==> config.mk <==
export PLATFORM = sky130hd
export DESIGN_NAME = header_trailer_frame_receiver
export DESIGN_NICKNAME = d
export VERILOG_FILES = /design/src/rtl/htfr_pkg.sv /design/src/rtl/htfr_ram.sv /design/src/rtl/htfr_sync.sv /design/src/rtl/htfr_out_fifo.sv /design/src/rtl/header_trailer_frame_receiver.sv
export VERILOG_INCLUDE_DIRS = /design/src /design/src/rtl
export SDC_FILE = /design/constraint.sdc
export NUM_CORES = 1
export LEC_CHECK = 0
export BUFFER_PORTS_ARGS = -buffer_cell sky130_fd_sc_hd__buf_2
export CORE_MARGIN = 2
export CORE_UTILIZATION = 30
export DETAILED_ROUTE_END_ITERATION = 8
export PLACE_DENSITY_LB_ADDON = 0.12
export REMOVE_ABC_BUFFERS = 1
export SYNTH_ARGS = -nofsm -noshare
export SYNTH_HDL_FRONTEND = slang
export SYNTH_SLANG_ARGS = --single-unit
==> constraint.sdc <==
create_clock -name aclk -period 2.2 [get_ports aclk]
set_clock_uncertainty 0.05 [all_clocks]
set_input_delay 0.11 -clock aclk [delete_from_list [all_inputs] [get_ports aclk]]
set_output_delay 0.11 -clock aclk [all_outputs]
set_load 0.1 [all_outputs]
==> src/rtl/header_trailer_frame_receiver_assert.svh <==
// Assertion macros for the header and trailer frame receiver.
`ifndef HEADER_TRAILER_FRAME_RECEIVER_ASSERT_SVH
`define HEADER_TRAILER_FRAME_RECEIVER_ASSERT_SVH

// Check that cons holds in the same cycle as ante.
`define HTFR_ASSERT_SAME(label, clk, rst_n, ante, cons, msg) \
    label: assert property (@(posedge clk) disable iff (!rst_n) (ante) |-> (cons)) \
        else $error(msg);

// Check that cons holds in the cycle after ante.
`define HTFR_ASSERT_NEXT(label, clk, rst_n, ante, cons, msg) \
    label: assert property (@(posedge clk) disable iff (!rst_n) (ante) |=> (cons)) \
        else $error(msg);

`endif

==> src/rtl/htfr_pkg.sv <==
// Shared types and constants for the header and trailer frame receiver.
package htfr_pkg;

    localparam int PAYLOAD_MAX_DEFAULT = 32;

    // Register reset values
    localparam logic [7:0] HEADER_FIRST_RST   = 8'h06;
    localparam logic [7:0] HEADER_SECOND_RST  = 8'h31;
    localparam logic [7:0] TRAILER_FIRST_RST  = 8'h06;
    localparam logic [7:0] TRAILER_SECOND_RST = 8'h04;
    localparam logic [5:0] PAYLOAD_LEN_RST    = 6'd32;

    // Configuration register indexes
    localparam int CFG_IDX_W = 3;
    localparam logic [CFG_IDX_W-1:0] CFG_HEADER_FIRST   = 3'd0;
    localparam logic [CFG_IDX_W-1:0] CFG_HEADER_SECOND  = 3'd1;
    localparam logic [CFG_IDX_W-1:0] CFG_TRAILER_FIRST  = 3'd2;
    localparam logic [CFG_IDX_W-1:0] CFG_TRAILER_SECOND = 3'd3;
    localparam logic [CFG_IDX_W-1:0] CFG_PAYLOAD_LEN    = 3'd4;

    // Request operation codes
    localparam logic OP_RX_BYTE = 1'b0;
    localparam logic OP_READ    = 1'b1;

    // Framing phase, one-hot
    typedef enum logic [4:0] {
        PH_HUNT = 5'b00001,
        PH_HDR2 = 5'b00010,
        PH_DATA = 5'b00100,
        PH_TRL1 = 5'b01000,
        PH_TRL2 = 5'b10000
    } phase_t;

    // Payload buffer write request from the framer
    typedef struct packed {
        logic       en;
        logic [5:0] count;
        logic [7:0] data;
    } store_wr_t;

    // One result as held in the output queue
    typedef struct packed {
        logic       frame_good;
        logic [7:0] read_data;
    } result_t;

endpackage

==> src/rtl/htfr_ram.sv <==
// Generic single write port RAM with registered read.
module htfr_ram #(
    parameter int WIDTH = 8,
    parameter int DEPTH = 32
) (
    input  logic                                  aclk,
    input  logic                                  wr_en,
    input  logic [(DEPTH > 1 ? $clog2(DEPTH) : 1)-1:0] wr_addr,
    input  logic [WIDTH-1:0]                      wr_data,
    input  logic                                  rd_en,
    input  logic [(DEPTH > 1 ? $clog2(DEPTH) : 1)-1:0] rd_addr,
    output logic [WIDTH-1:0]                      rd_data
);

    logic [WIDTH-1:0] mem_reg [DEPTH];
    logic [WIDTH-1:0] rd_data_reg;

    // Write port
    always_ff @(posedge aclk) begin
        if (wr_en) begin
            mem_reg[wr_addr] <= wr_data;
        end
    end

    // Registered read port, holds when not enabled
    always_ff @(posedge aclk) begin
        if (rd_en) begin
            rd_data_reg <= mem_reg[rd_addr];
        end
    end

    assign rd_data = rd_data_reg;

endmodule

==> src/rtl/htfr_sync.sv <==
// Frame synchroniser: configuration registers, framing phase and byte count.
module htfr_sync #(
    parameter int PAYLOAD_MAX = htfr_pkg::PAYLOAD_MAX_DEFAULT
) (
    input  logic                           aclk,
    input  logic                           aresetn,
    input  logic                           cfg_wr_en,
    input  logic [htfr_pkg::CFG_IDX_W-1:0] cfg_index,
    input  logic [7:0]                     cfg_data,
    input  logic                           accept,
    input  logic                           op,
    input  logic [7:0]                     rx_byte,
    output logic                           frame_good,
    output htfr_pkg::store_wr_t            store_wr
);

    localparam int PM_W = $clog2(PAYLOAD_MAX + 1);
    localparam int LW   = (PM_W > 6) ? PM_W : 6;
    localparam logic [LW-1:0] PMAX = LW'(PAYLOAD_MAX);

    logic [7:0] header_first_reg, header_second_reg;
    logic [7:0] trailer_first_reg, trailer_second_reg;
    logic [5:0] payload_len_reg;

    htfr_pkg::phase_t phase_reg, phase_next;
    logic [5:0]       count_reg, count_next;

    logic [LW-1:0] len_ext, eff_len, count_inc_ext, count_ext;
    logic [5:0]    count_inc;
    logic          byte_req;

    // Configuration registers
    always_ff @(posedge aclk) begin
        if (!aresetn) begin
            header_first_reg   <= htfr_pkg::HEADER_FIRST_RST;
            header_second_reg  <= htfr_pkg::HEADER_SECOND_RST;
            trailer_first_reg  <= htfr_pkg::TRAILER_FIRST_RST;
            trailer_second_reg <= htfr_pkg::TRAILER_SECOND_RST;
            payload_len_reg    <= htfr_pkg::PAYLOAD_LEN_RST;
        end else if (cfg_wr_en) begin
            unique case (cfg_index)
                htfr_pkg::CFG_HEADER_FIRST:   header_first_reg   <= cfg_data;
                htfr_pkg::CFG_HEADER_SECOND:  header_second_reg  <= cfg_data;
                htfr_pkg::CFG_TRAILER_FIRST:  trailer_first_reg  <= cfg_data;
                htfr_pkg::CFG_TRAILER_SECOND: trailer_second_reg <= cfg_data;
                htfr_pkg::CFG_PAYLOAD_LEN:    payload_len_reg    <= cfg_data[5:0];
                default: ;
            endcase
        end
    end

    // Clamp the payload length to one at the bottom and the buffer size at the top
    always_comb begin
        len_ext = LW'(payload_len_reg);
        if (len_ext == '0) begin
            eff_len = LW'(1);
        end else if (len_ext > PMAX) begin
            eff_len = PMAX;
        end else begin
            eff_len = len_ext;
        end
    end

    assign byte_req      = accept && (op == htfr_pkg::OP_RX_BYTE);
    assign count_inc     = count_reg + 6'd1;
    assign count_inc_ext = LW'(count_inc);
    assign count_ext     = LW'(count_reg);

    // Advance the framing phase on each received byte
    always_comb begin
        phase_next = phase_reg;
        count_next = count_reg;
        frame_good = 1'b0;
        unique case (phase_reg)
            htfr_pkg::PH_HUNT: begin
                phase_next = (rx_byte == header_first_reg) ? htfr_pkg::PH_HDR2
                                                           : htfr_pkg::PH_HUNT;
            end
            htfr_pkg::PH_HDR2: begin
                if (rx_byte == header_second_reg) begin
                    phase_next = htfr_pkg::PH_DATA;
                    count_next = '0;
                end else begin
                    phase_next = htfr_pkg::PH_HUNT;
                end
            end
            htfr_pkg::PH_DATA: begin
                if (count_inc_ext >= eff_len) begin
                    count_next = '0;
                    phase_next = htfr_pkg::PH_TRL1;
                end else begin
                    count_next = count_inc;
                end
            end
            htfr_pkg::PH_TRL1: begin
                phase_next = (rx_byte == trailer_first_reg) ? htfr_pkg::PH_TRL2
                                                            : htfr_pkg::PH_HUNT;
            end
            htfr_pkg::PH_TRL2: begin
                frame_good = (rx_byte == trailer_second_reg);
                phase_next = htfr_pkg::PH_HUNT;
            end
            default: begin
                phase_next = htfr_pkg::PH_HUNT;
            end
        endcase
        if (!byte_req) begin
            frame_good = 1'b0;
        end
    end

    always_ff @(posedge aclk) begin
        if (!aresetn) begin
            phase_reg <= htfr_pkg::PH_HUNT;
            count_reg <= '0;
        end else if (byte_req) begin
            phase_reg <= phase_next;
            count_reg <= count_next;
        end
    end

    // Store payload bytes that fall inside the buffer
    assign store_wr.en    = byte_req && (phase_reg == htfr_pkg::PH_DATA) && (count_ext < PMAX);
    assign store_wr.count = count_reg;
    assign store_wr.data  = rx_byte;

endmodule

==> src/rtl/htfr_out_fifo.sv <==
// Two-entry result queue between the datapath and the result channel.
module htfr_out_fifo (
    input  logic              aclk,
    input  logic              aresetn,
    input  logic              push,
    input  htfr_pkg::result_t push_data,
    output logic              full,
    output logic              can_push,
    output logic              m_valid,
    input  logic              m_ready,
    output htfr_pkg::result_t head
);

    htfr_pkg::result_t slot_reg [2];
    htfr_pkg::result_t slot_next [2];
    logic [1:0]        count_reg, count_next;
    logic [1:0]        wr_pos;
    logic              pop;

    assign m_valid  = (count_reg != 2'd0);
    assign full     = (count_reg == 2'd2);
    assign pop      = m_valid && m_ready;
    assign can_push = !full || pop;
    assign head     = slot_reg[0];
    assign wr_pos   = count_reg - {1'b0, pop};

    // Shift on pop, then place the new result behind what remains
    always_comb begin
        slot_next[0] = slot_reg[0];
        slot_next[1] = slot_reg[1];
        if (pop) begin
            slot_next[0] = slot_reg[1];
        end
        if (push) begin
            slot_next[wr_pos[0]] = push_data;
        end
        count_next = count_reg + {1'b0, push} - {1'b0, pop};
    end

    always_ff @(posedge aclk) begin
        slot_reg[0] <= slot_next[0];
        slot_reg[1] <= slot_next[1];
    end

    always_ff @(posedge aclk) begin
        if (!aresetn) begin
            count_reg <= '0;
        end else begin
            count_reg <= count_next;
        end
    end

endmodule

==> src/rtl/header_trailer_frame_receiver.sv <==
// Header and trailer frame receiver: takes one request per cycle, a received
// byte or a buffer read, and returns one result per request. Bytes are framed
// by a two-byte header, payload_len payload bytes and a two-byte trailer;
// frame_good pulses on the byte that completes a frame with a good trailer.
// A request is accepted every cycle while the result side keeps up; its result
// passes through the payload RAM's registered read port and the read stage,
// then a two-entry result queue that lets requests keep flowing while a result
// waits. The buffer reads as zero after reset through one flag per entry, so
// no clearing pass is needed and the block is ready straight out of reset.
module header_trailer_frame_receiver #(
    parameter int PAYLOAD_MAX = htfr_pkg::PAYLOAD_MAX_DEFAULT
) (
    input  logic                           aclk,
    input  logic                           aresetn,
    input  logic                           cfg_wr_en,
    input  logic [htfr_pkg::CFG_IDX_W-1:0] cfg_index,
    input  logic [7:0]                     cfg_data,
    input  logic                           s_valid,
    output logic                           s_ready,
    input  logic                           s_op,
    input  logic [7:0]                     s_rx_byte,
    input  logic [4:0]                     s_read_index,
    output logic                           m_valid,
    input  logic                           m_ready,
    output logic                           m_frame_good,
    output logic [7:0]                     m_read_data
);

    `include "header_trailer_frame_receiver_assert.svh"

    localparam int AW   = (PAYLOAD_MAX > 1) ? $clog2(PAYLOAD_MAX) : 1;
    localparam int CW   = (AW + 1 > 5) ? AW + 1 : 5;
    localparam logic [CW-1:0] PMAX = CW'(PAYLOAD_MAX);

    logic                s_accept;
    logic                good;
    htfr_pkg::store_wr_t store_wr;

    logic [CW-1:0]          idx_ext;
    logic [AW-1:0]          rd_addr, wr_addr;
    logic                   rd_en;
    logic [7:0]             ram_rd_data;
    logic [PAYLOAD_MAX-1:0] written_reg;

    logic valid_a_reg, valid_a_next;
    logic good_a_reg;
    logic rd_ok_a_reg;

    logic              fifo_full, fifo_can_push, drain;
    htfr_pkg::result_t push_data, head;

    // Hold off new requests only while both the stage and the queue are full
    assign s_ready  = !(valid_a_reg && fifo_full);
    assign s_accept = s_valid && s_ready;

    htfr_sync #(
        .PAYLOAD_MAX (PAYLOAD_MAX)
    ) u_sync (
        .aclk       (aclk),
        .aresetn    (aresetn),
        .cfg_wr_en  (cfg_wr_en),
        .cfg_index  (cfg_index),
        .cfg_data   (cfg_data),
        .accept     (s_accept),
        .op         (s_op),
        .rx_byte    (s_rx_byte),
        .frame_good (good),
        .store_wr   (store_wr)
    );

    // Buffer addressing
    assign idx_ext = CW'(s_read_index);
    assign rd_addr = AW'(idx_ext);
    assign wr_addr = AW'(store_wr.count);
    assign rd_en   = s_accept && (s_op == htfr_pkg::OP_READ) && (idx_ext < PMAX);

    htfr_ram #(
        .WIDTH (8),
        .DEPTH (PAYLOAD_MAX)
    ) u_store (
        .aclk    (aclk),
        .wr_en   (store_wr.en),
        .wr_addr (wr_addr),
        .wr_data (store_wr.data),
        .rd_en   (rd_en),
        .rd_addr (rd_addr),
        .rd_data (ram_rd_data)
    );

    // Mark entries written since reset; others read as zero
    always_ff @(posedge aclk) begin
        if (!aresetn) begin
            written_reg <= '0;
        end else if (store_wr.en) begin
            written_reg[wr_addr] <= 1'b1;
        end
    end

    // Read stage alongside the RAM output register
    assign drain = valid_a_reg && fifo_can_push;

    always_comb begin
        valid_a_next = valid_a_reg;
        if (s_accept) begin
            valid_a_next = 1'b1;
        end else if (drain) begin
            valid_a_next = 1'b0;
        end
    end

    always_ff @(posedge aclk) begin
        if (!aresetn) begin
            valid_a_reg <= 1'b0;
        end else begin
            valid_a_reg <= valid_a_next;
        end
    end

    always_ff @(posedge aclk) begin
        if (s_accept) begin
            good_a_reg  <= good;
            rd_ok_a_reg <= rd_en && written_reg[rd_addr];
        end
    end

    assign push_data.frame_good = good_a_reg;
    assign push_data.read_data  = rd_ok_a_reg ? ram_rd_data : 8'd0;

    htfr_out_fifo u_out (
        .aclk      (aclk),
        .aresetn   (aresetn),
        .push      (drain),
        .push_data (push_data),
        .full      (fifo_full),
        .can_push  (fifo_can_push),
        .m_valid   (m_valid),
        .m_ready   (m_ready),
        .head      (head)
    );

    assign m_frame_good = head.frame_good;
    assign m_read_data  = head.read_data;

    // A read request never flags a good frame
    `HTFR_ASSERT_NEXT(a_read_no_good, aclk, aresetn, s_accept && s_op, valid_a_reg && !good_a_reg, "read request flagged frame_good")
    // A read request never writes the payload buffer
    `HTFR_ASSERT_SAME(a_read_no_write, aclk, aresetn, s_accept && s_op, !store_wr.en, "buffer written on a read request")
    // A blocked stage keeps its result
    `HTFR_ASSERT_NEXT(a_stage_holds, aclk, aresetn, valid_a_reg && !fifo_can_push, valid_a_reg, "read stage dropped a result")

endmodule
==> impl_metrics.py, run 1 <==
metrics = {
    "critical_path": {
        "crit_type": "reg2reg",
        "endpoint_kind": "flip-flop",
        "critPathMaxFanout": 6,
        "cp.arrival_ns": 2.69,
        "cp.required_ns": 2.63,
        "start_kind": "flip-flop",
    },
    "route": {
        "wl_per_cell_um": 21.67,
        "drtIter0Drc": 549,
        "vias": 8107,
        "ant_nets": 0,
        "vias_per_cell": 4.601,
        "first_pass_iters": 4,
        "route.final.wire_length_mm": 38.18,
        "remaining_drc_errors": 0,
    },
    "yosys": {
        "syn_avg_cell_area_um2": 16.22,
        "synthFlopType": "edfxtp_1",
        "synth_top_area_cell": "edfxtp_1",
        "synth_cell_types": 45,
        "synth.yosys.warnings": 0,
        "ys_ff_latch": 368,
        "synth-edff-count": 275,
        "syn_area_mm2": 0.01485,
        "syn_inst": 915,
        "synth_top_cell_area_share_pct": 55.63,
        "async_flop_share_pct": 0,
        "synth_common_cells": "edfxtp_1, dfxtp_1, mux4_2, nand2_1, nor2_1",
        "synth.most_common_cell": "edfxtp_1",
        "synth_area_leaders": "edfxtp_1, mux4_2, dfxtp_1, nand2_1, o21a_1",
        "ys_seq_area_share_pct": 68.17,
    },
    "sta": {
        "period_minus_slack_ns": 2.256,
        "slew_headroom_pct": 53.57,
        "rsz0062_at_grt": "true",
        "setup_ws_ns": -0.05571,
        "finalCritPeriodShare_pct": 102.5,
        "hold_violations": 0,
        "finalSetupViolCount": 8,
        "fmax_mhz": 443.3,
        "fin_hold_ws_ns": 0.05762,
        "worst_slew_pin_slew_ns": 0.6940,
        "drv_slew": 0,
    },
    "clock_tree": {
        "cts_buffers": 41,
        "clk_pin_slew_ns": 0.06,
        "htreeDepth": 2,
        "cts_buffer_depth": 3,
        "cts_tree": "built",
        "insertion_delay_ns": 0.55,
        "cts_root_buf": "clkbuf_16",
        "clock-sinks": 368,
    },
    "pwr": {
        "leakage_nw": 6.198,
        "ir_drop_mv": 0.4128,
        "power_density_mw_per_mm2": 902.9,
    },
    "outcome": {
        "violations": "negative setup slack",
        "status": "finished with violations",
    },
    "place": {
        "place_worst_setup_slack_ns": -0.1164,
        "dp_hpwl_mm": 25.63,
        "io_buffers": 40,
        "gp_congestion": 0.7552,
    },
    "die": {
        "die_h_um": 226.5,
        "floorplan.initialDensity_pct": 30.39,
        "coreArea_mm2": 0.04885,
        "die_w_um": 226.5,
        "io_pins": 41,
        "rows": 81,
        "die_area_mm2": 0.05128,
    },
    "cells_and_area": {
        "postLayoutCoreUtil_pct": 37.39,
        "area_growth_pct": 23.02,
        "largest_reg_flops": 256,
        "fillers": 4692,
        "drive_above_1_share_pct": 30.97,
        "nets": 1107,
        "n_antenna_cell": 0,
    },
    "grt": {
        "track_usage_pct": 15.39,
        "grt_pass1_vias": 8448,
        "grt_max_degree": 60,
        "grt_overflow": 0,
        "antenna_found_initial": 0,
        "grt_pass1_wl_mm": 56.54,
    },
    "flow_run": {
        "drv_cap": 0,
    },
    "hold_path": {
        "min_path_type": "in2reg",
    },
}
-- layout by cell type (no fill, tap or decap), types with 4 or more instances in the layout --
cell           count
a21oi_1           35
and2_1            12
buf_12            17
buf_2             38
buf_4             90
buf_6              8
clkbuf_1          12
clkbuf_16         43
clkinv_1           4
clkinv_2           6
dfxtp_1           88
dfxtp_2            5
dlygate4sd3_1     13
edfxtp_1         275
ha_1              10
inv_1              7
mux2_2             9
mux2i_1           22
mux4_2            88
nand2_1           82
nand2b_1           4
nand3_1           21
nand3b_1           6
nand4_1            9
nor2_1            51
nor2_2             5
nor4_1             4
o21a_1            35
xnor2_1           27
xor2_1            11
-- area by class of cell --
class,instances,area [µm²],area share [%]
timing repair buffer,167,1434,7.851
sequential,368,10130,55.45
tap,664,830.8,4.549
multi-input combinational,479,4504,24.66
clock inverter,17,167.7,0.9181
inverter,8,30.03,0.1644
clock buffer,59,1170,6.406
-- power breakdown --
group | switching (mW) | total (mW) | internal (mW)
Sequential | 0.0740 | 7.69 | 7.62
Combinational | 1.41 | 2.00 | 0.586
Clock | 2.74 | 6.80 | 4.06
Total | 4.23 | 16.5 | 12.3
-- stage by stage --
step / total power, mW / std cells / TNS (ns) / instance area (µm²)
after floorplan: 9.108 / 855 / -135.45 / 14550
after global placement: 9.843 / 1670 / -0.8999 / 16630
after detailed placement: 9.854 / 1670 / -1.133 / 16630
after CTS: 16.75 / 1760 / -0.01676 / 18160
after global routing: 17.10 / 1762 / -1.414 / 18260
final: 16.49 / 1762 / -0.3515 / 18260
-- logic make-up (layout without fill, tap and decap cells) --
| family | after synthesis | count (layout) | synth area share, % |
|---|---|---|---|
| flip-flops | 368 | 368 | 68.17 |
| AND/OR/NAND/NOR | 218 | 218 | 6.785 |
| multiplexers | 119 | 119 | 15.52 |
| AO/OA/AOI/OAI | 91 | 91 | 4.020 |
| buffers and inverters | 68 | 251 | 2.200 |
| XOR/XNOR | 39 | 39 | 2.301 |
| adder cells (fa/ha/maj) | 12 | 12 | 1.011 |
-- routing by layer --
| layer | global-route usage, % | up-vias | share of wire [%] |
|---|---|---|---|
| li1 | - | 3790 | - |
| met1 | 21.11 | 4141 | 46 |
| met2 | 25.35 | 128 | 48 |
| met3 | 2.423 | 48 | 4.0 |
| met4 | 4.287 | 0 | 1.8 |
| met5 | 0 | - | 0 |
-- critical path: stages (launching register included) --
cell	delay (ns)
dfxtp_2	0.35
ha_4	0.15
nand3_4	0.08
xnor2_2	0.15
ha_1	0.31
a21o_1	0.20
a211oi_2	0.24
o211a_1	0.27
buf_6	0.15
nand3_1	0.08
mux2i_1	0.15
-- final timing paths --
kind	cells after the start	slack (ns)	startpoint	endpoint
max	10	-0.06	u_sync.count_ext[0]$_SDFFE_PN0P_	u_sync.count_ext[5]$_SDFFE_PN0P_
min	2	0.06	s_valid	rd_ok_a_reg$_DFFE_PP_
max reg2reg	10	-0.06	u_sync.count_ext[0]$_SDFFE_PN0P_	u_sync.count_ext[5]$_SDFFE_PN0P_
min reg2reg	1	0.41	written_reg[23]$_SDFFE_PN0P_	written_reg[23]$_SDFFE_PN0P_
-- what timing repair did --
item	4_1_cts	5_1_grt
hold endpoints to repair	52	0
pin swaps	8	12
hold buffers	13	0
setup buffers	1	1
gates cloned	0	1
gates resized for setup	16	22
setup endpoints to repair	10	92
Note: power is estimated with default switching activity, not from simulation.
==> inputs of run 2 (changes only) <==
--- a/config.mk
+++ b/config.mk
@@ -8,10 +8,11 @@
 export LEC_CHECK = 0
 export BUFFER_PORTS_ARGS = -buffer_cell sky130_fd_sc_hd__buf_2
 export CORE_MARGIN = 2
-export CORE_UTILIZATION = 30
+export CORE_UTILIZATION = 40
 export DETAILED_ROUTE_END_ITERATION = 8
 export PLACE_DENSITY_LB_ADDON = 0.12
 export REMOVE_ABC_BUFFERS = 1
+export SKIP_CTS_REPAIR_TIMING = 1
 export SYNTH_ARGS = -nofsm -noshare
 export SYNTH_HDL_FRONTEND = slang
 export SYNTH_SLANG_ARGS = --single-unit
==> constraint.sdc (replaced) <==
create_clock -name aclk -period 1.91 [get_ports aclk]
set_clock_uncertainty 0.05 [all_clocks]
set_input_delay 0.0955 -clock aclk [delete_from_list [all_inputs] [get_ports aclk]]
set_output_delay 0.0955 -clock aclk [all_outputs]
set_load 0.1 [all_outputs]
==> run 2 against run 1 <==
Net effect: the flow still finishes with violations (negative setup slack); routed wire length is 0.99% lower; cell count is 8.5% lower; core utilization grew 14 points; sequential cell count stayed put; maximum frequency down 0.74%; sequential share of layout area fell by 2.0 points; via count grew 6.8%; register-to-register slack got worse by 0.31 ns; clock power increased by 7.8%; critical path depth shrank 1; critical endpoint unchanged; largest power group unchanged.
==> impl_metrics.py, run 2 (same netlist as run 1, synthesis figures left out) <==
metrics = {
    "outcome": {
        "status": "finished with violations",
        "violations": "negative setup slack",
    },
    "place": {
        "dp_cells": 1495,
        "io_buffers": 40,
        "place_worst_setup_slack_ns": -0.5040,
        "dp_hpwl_mm": 23.36,
        "gp_congestion": 0.7543,
    },
    "critical_path": {
        "critPathSlowestCell": "dfxtp_2",
        "endpoint_kind": "flip-flop",
        "start_kind": "flip-flop",
        "crit_path_cell_trace": "nand3_4 > nor3_4 > xor2_1 > ha_1 > a211oi_2 > o211a_4 > buf_6 > nand3_1 > mux2i_1",
        "critPathMaxFanout": 6,
        "max_stage_delay_ns": 0.40,
        "crit_type": "reg2reg",
        "cp.required_ns": 2.30,
        "cp.arrival_ns": 2.67,
    },
    "clock_tree": {
        "cts_root_buf": "clkbuf_16",
        "clock-sinks": 368,
        "cts_buffer_depth": 3,
        "cts_buffers": 40,
        "insertion_delay_ns": 0.53,
        "clk_pin_slew_ns": 0.06,
        "cts_tree": "built",
        "htreeDepth": 2,
    },
    "cells_and_area": {
        "postLayoutCoreUtil_pct": 51.76,
        "nets": 1159,
        "final_cell_mix": "edfxtp_1, mux4_2, dfxtp_1, buf_6, nand2_1",
        "fin_cells": 1613,
        "area_growth_pct": 27.65,
        "layout_commonest_cell": "edfxtp_1",
        "n_antenna_cell": 0,
        "largest_reg_flops": 256,
        "fillers": 3056,
        "drive_above_1_share_pct": 38.08,
    },
    "die": {
        "rows": 70,
        "die_area_mm2": 0.03867,
        "die_w_um": 196.7,
        "die_h_um": 196.7,
        "coreArea_mm2": 0.03661,
        "floorplan.initialDensity_pct": 40.55,
        "io_pins": 41,
    },
    "sta": {
        "hold_violations": 0,
        "fmax_mhz": 440.0,
        "slew_headroom_pct": 65.72,
        "rsz0062_at_grt": "true",
        "finalSetupViolCount": 244,
        "worst_slew_pin_slew_ns": 0.5126,
        "period_minus_slack_ns": 2.273,
        "setup_ws_ns": -0.3626,
        "finalCritPeriodShare_pct": 119.0,
        "drv_slew": 0,
        "fin_hold_ws_ns": 0.01905,
    },
    "route": {
        "route.final.wire_length_mm": 37.80,
        "first_pass_iters": 4,
        "ant_nets": 0,
        "drtIter0Drc": 420,
        "vias_per_cell": 5.366,
        "remaining_drc_errors": 0,
        "vias": 8656,
        "wl_per_cell_um": 23.43,
    },
    "grt": {
        "track_usage_pct": 18.63,
        "antenna_found_initial": 0,
        "grt_pass1_wl_mm": 53.06,
        "grt_overflow": 0,
        "grt_max_degree": 41,
        "grt_pass1_vias": 8311,
    },
    "hold_path": {
        "min_path_type": "in2reg",
    },
    "pwr": {
        "power_density_mw_per_mm2": 973.7,
        "leakage_nw": 6.559,
        "ir_drop_mv": 0.6807,
    },
    "flow_run": {
        "drv_cap": 0,
    },
}
[run 2: cell types whose count changed in the layout (fill, tap and decap cells not counted), moves of 3 or more]
cell      previous run  this run
mux2_2               9         3
clkinv_1             4         0
nor2_2               5         0
nand3_1             21        14
nand3_4              1         5
nand3_2              1         4
dfxtp_1             88        85
nor2_1              51        25
mux2_4               0         6
buf_4               90        69
buf_6                8        82
nor2_4               1        32
[run 2: worst paths after layout]
path                                                    to                        startpoint  slack (ns)  cells after the start
setup / recovery          u_sync.count_ext[5]$_SDFFE_PN0P_  u_sync.count_ext[2]$_SDFFE_PN0P_       -0.36                      9
hold / removal    u_sync.header_second_reg[3]$_SDFFE_PN0P_                      cfg_index[1]        0.02                      4
setup reg to reg          u_sync.count_ext[5]$_SDFFE_PN0P_  u_sync.count_ext[2]$_SDFFE_PN0P_       -0.36                      9
hold reg to reg               written_reg[27]$_SDFFE_PN0P_      written_reg[27]$_SDFFE_PN0P_        0.40                      1
[run 2: area by class of cell]
type                    count  area, µm²  area share (%)
flip-flops and latches    368      10130           53.48
clock buffers              59       1139           6.008
repair buffers            220       2125           11.21
clock inverters            11      95.09          0.5018
inverters                   8      32.53          0.1717
well taps                 468      585.6           3.090
multi-input cells         479       4840           25.54
[run 2: stage by stage]
| stage | power [mW] | TNS (ns) | cell area (µm²) |
|---|---|---|---|
| floorplan | 10.49 | -230.62 | 14550 |
| global placement | 11.24 | -44.38 | 16480 |
| detailed placement | 11.25 | -45.65 | 16480 |
| CTS | 18.58 | -49.59 | 17710 |
| global route | 19.10 | -27.81 | 18950 |
| finish | 18.45 | -11.52 | 18950 |
[run 2: power breakdown]
part | internal [mW] | switching, mW | total [mW]
Sequential | 8.77 | 0.0859 | 8.86
Combinational | 0.676 | 1.59 | 2.27
Clock | 4.28 | 3.05 | 7.33
[run 2: worst max-delay path: cells and delay by family (launching register included)]
family | cells | cell delay, ns
AOI/OAI and AO/OA | 2 | 0.58
DFF | 1 | 0.40
and+or+nand+nor | 3 | 0.35
adders and majority gates | 1 | 0.32
xor gates and xnor gates | 1 | 0.22
muxes | 1 | 0.15
buffers and inverters | 1 | 0.12
[run 2: layer usage]
metal | part of all wire, % | routed length (µm) | track usage (%)
met4 | 1.4 | 532 | 4.261
met5 | 0 | 0 | 0
met2 | 50 | 18860 | 29.01
met1 | 44 | 16630 | 27.61
met3 | 4.7 | 1776 | 3.114
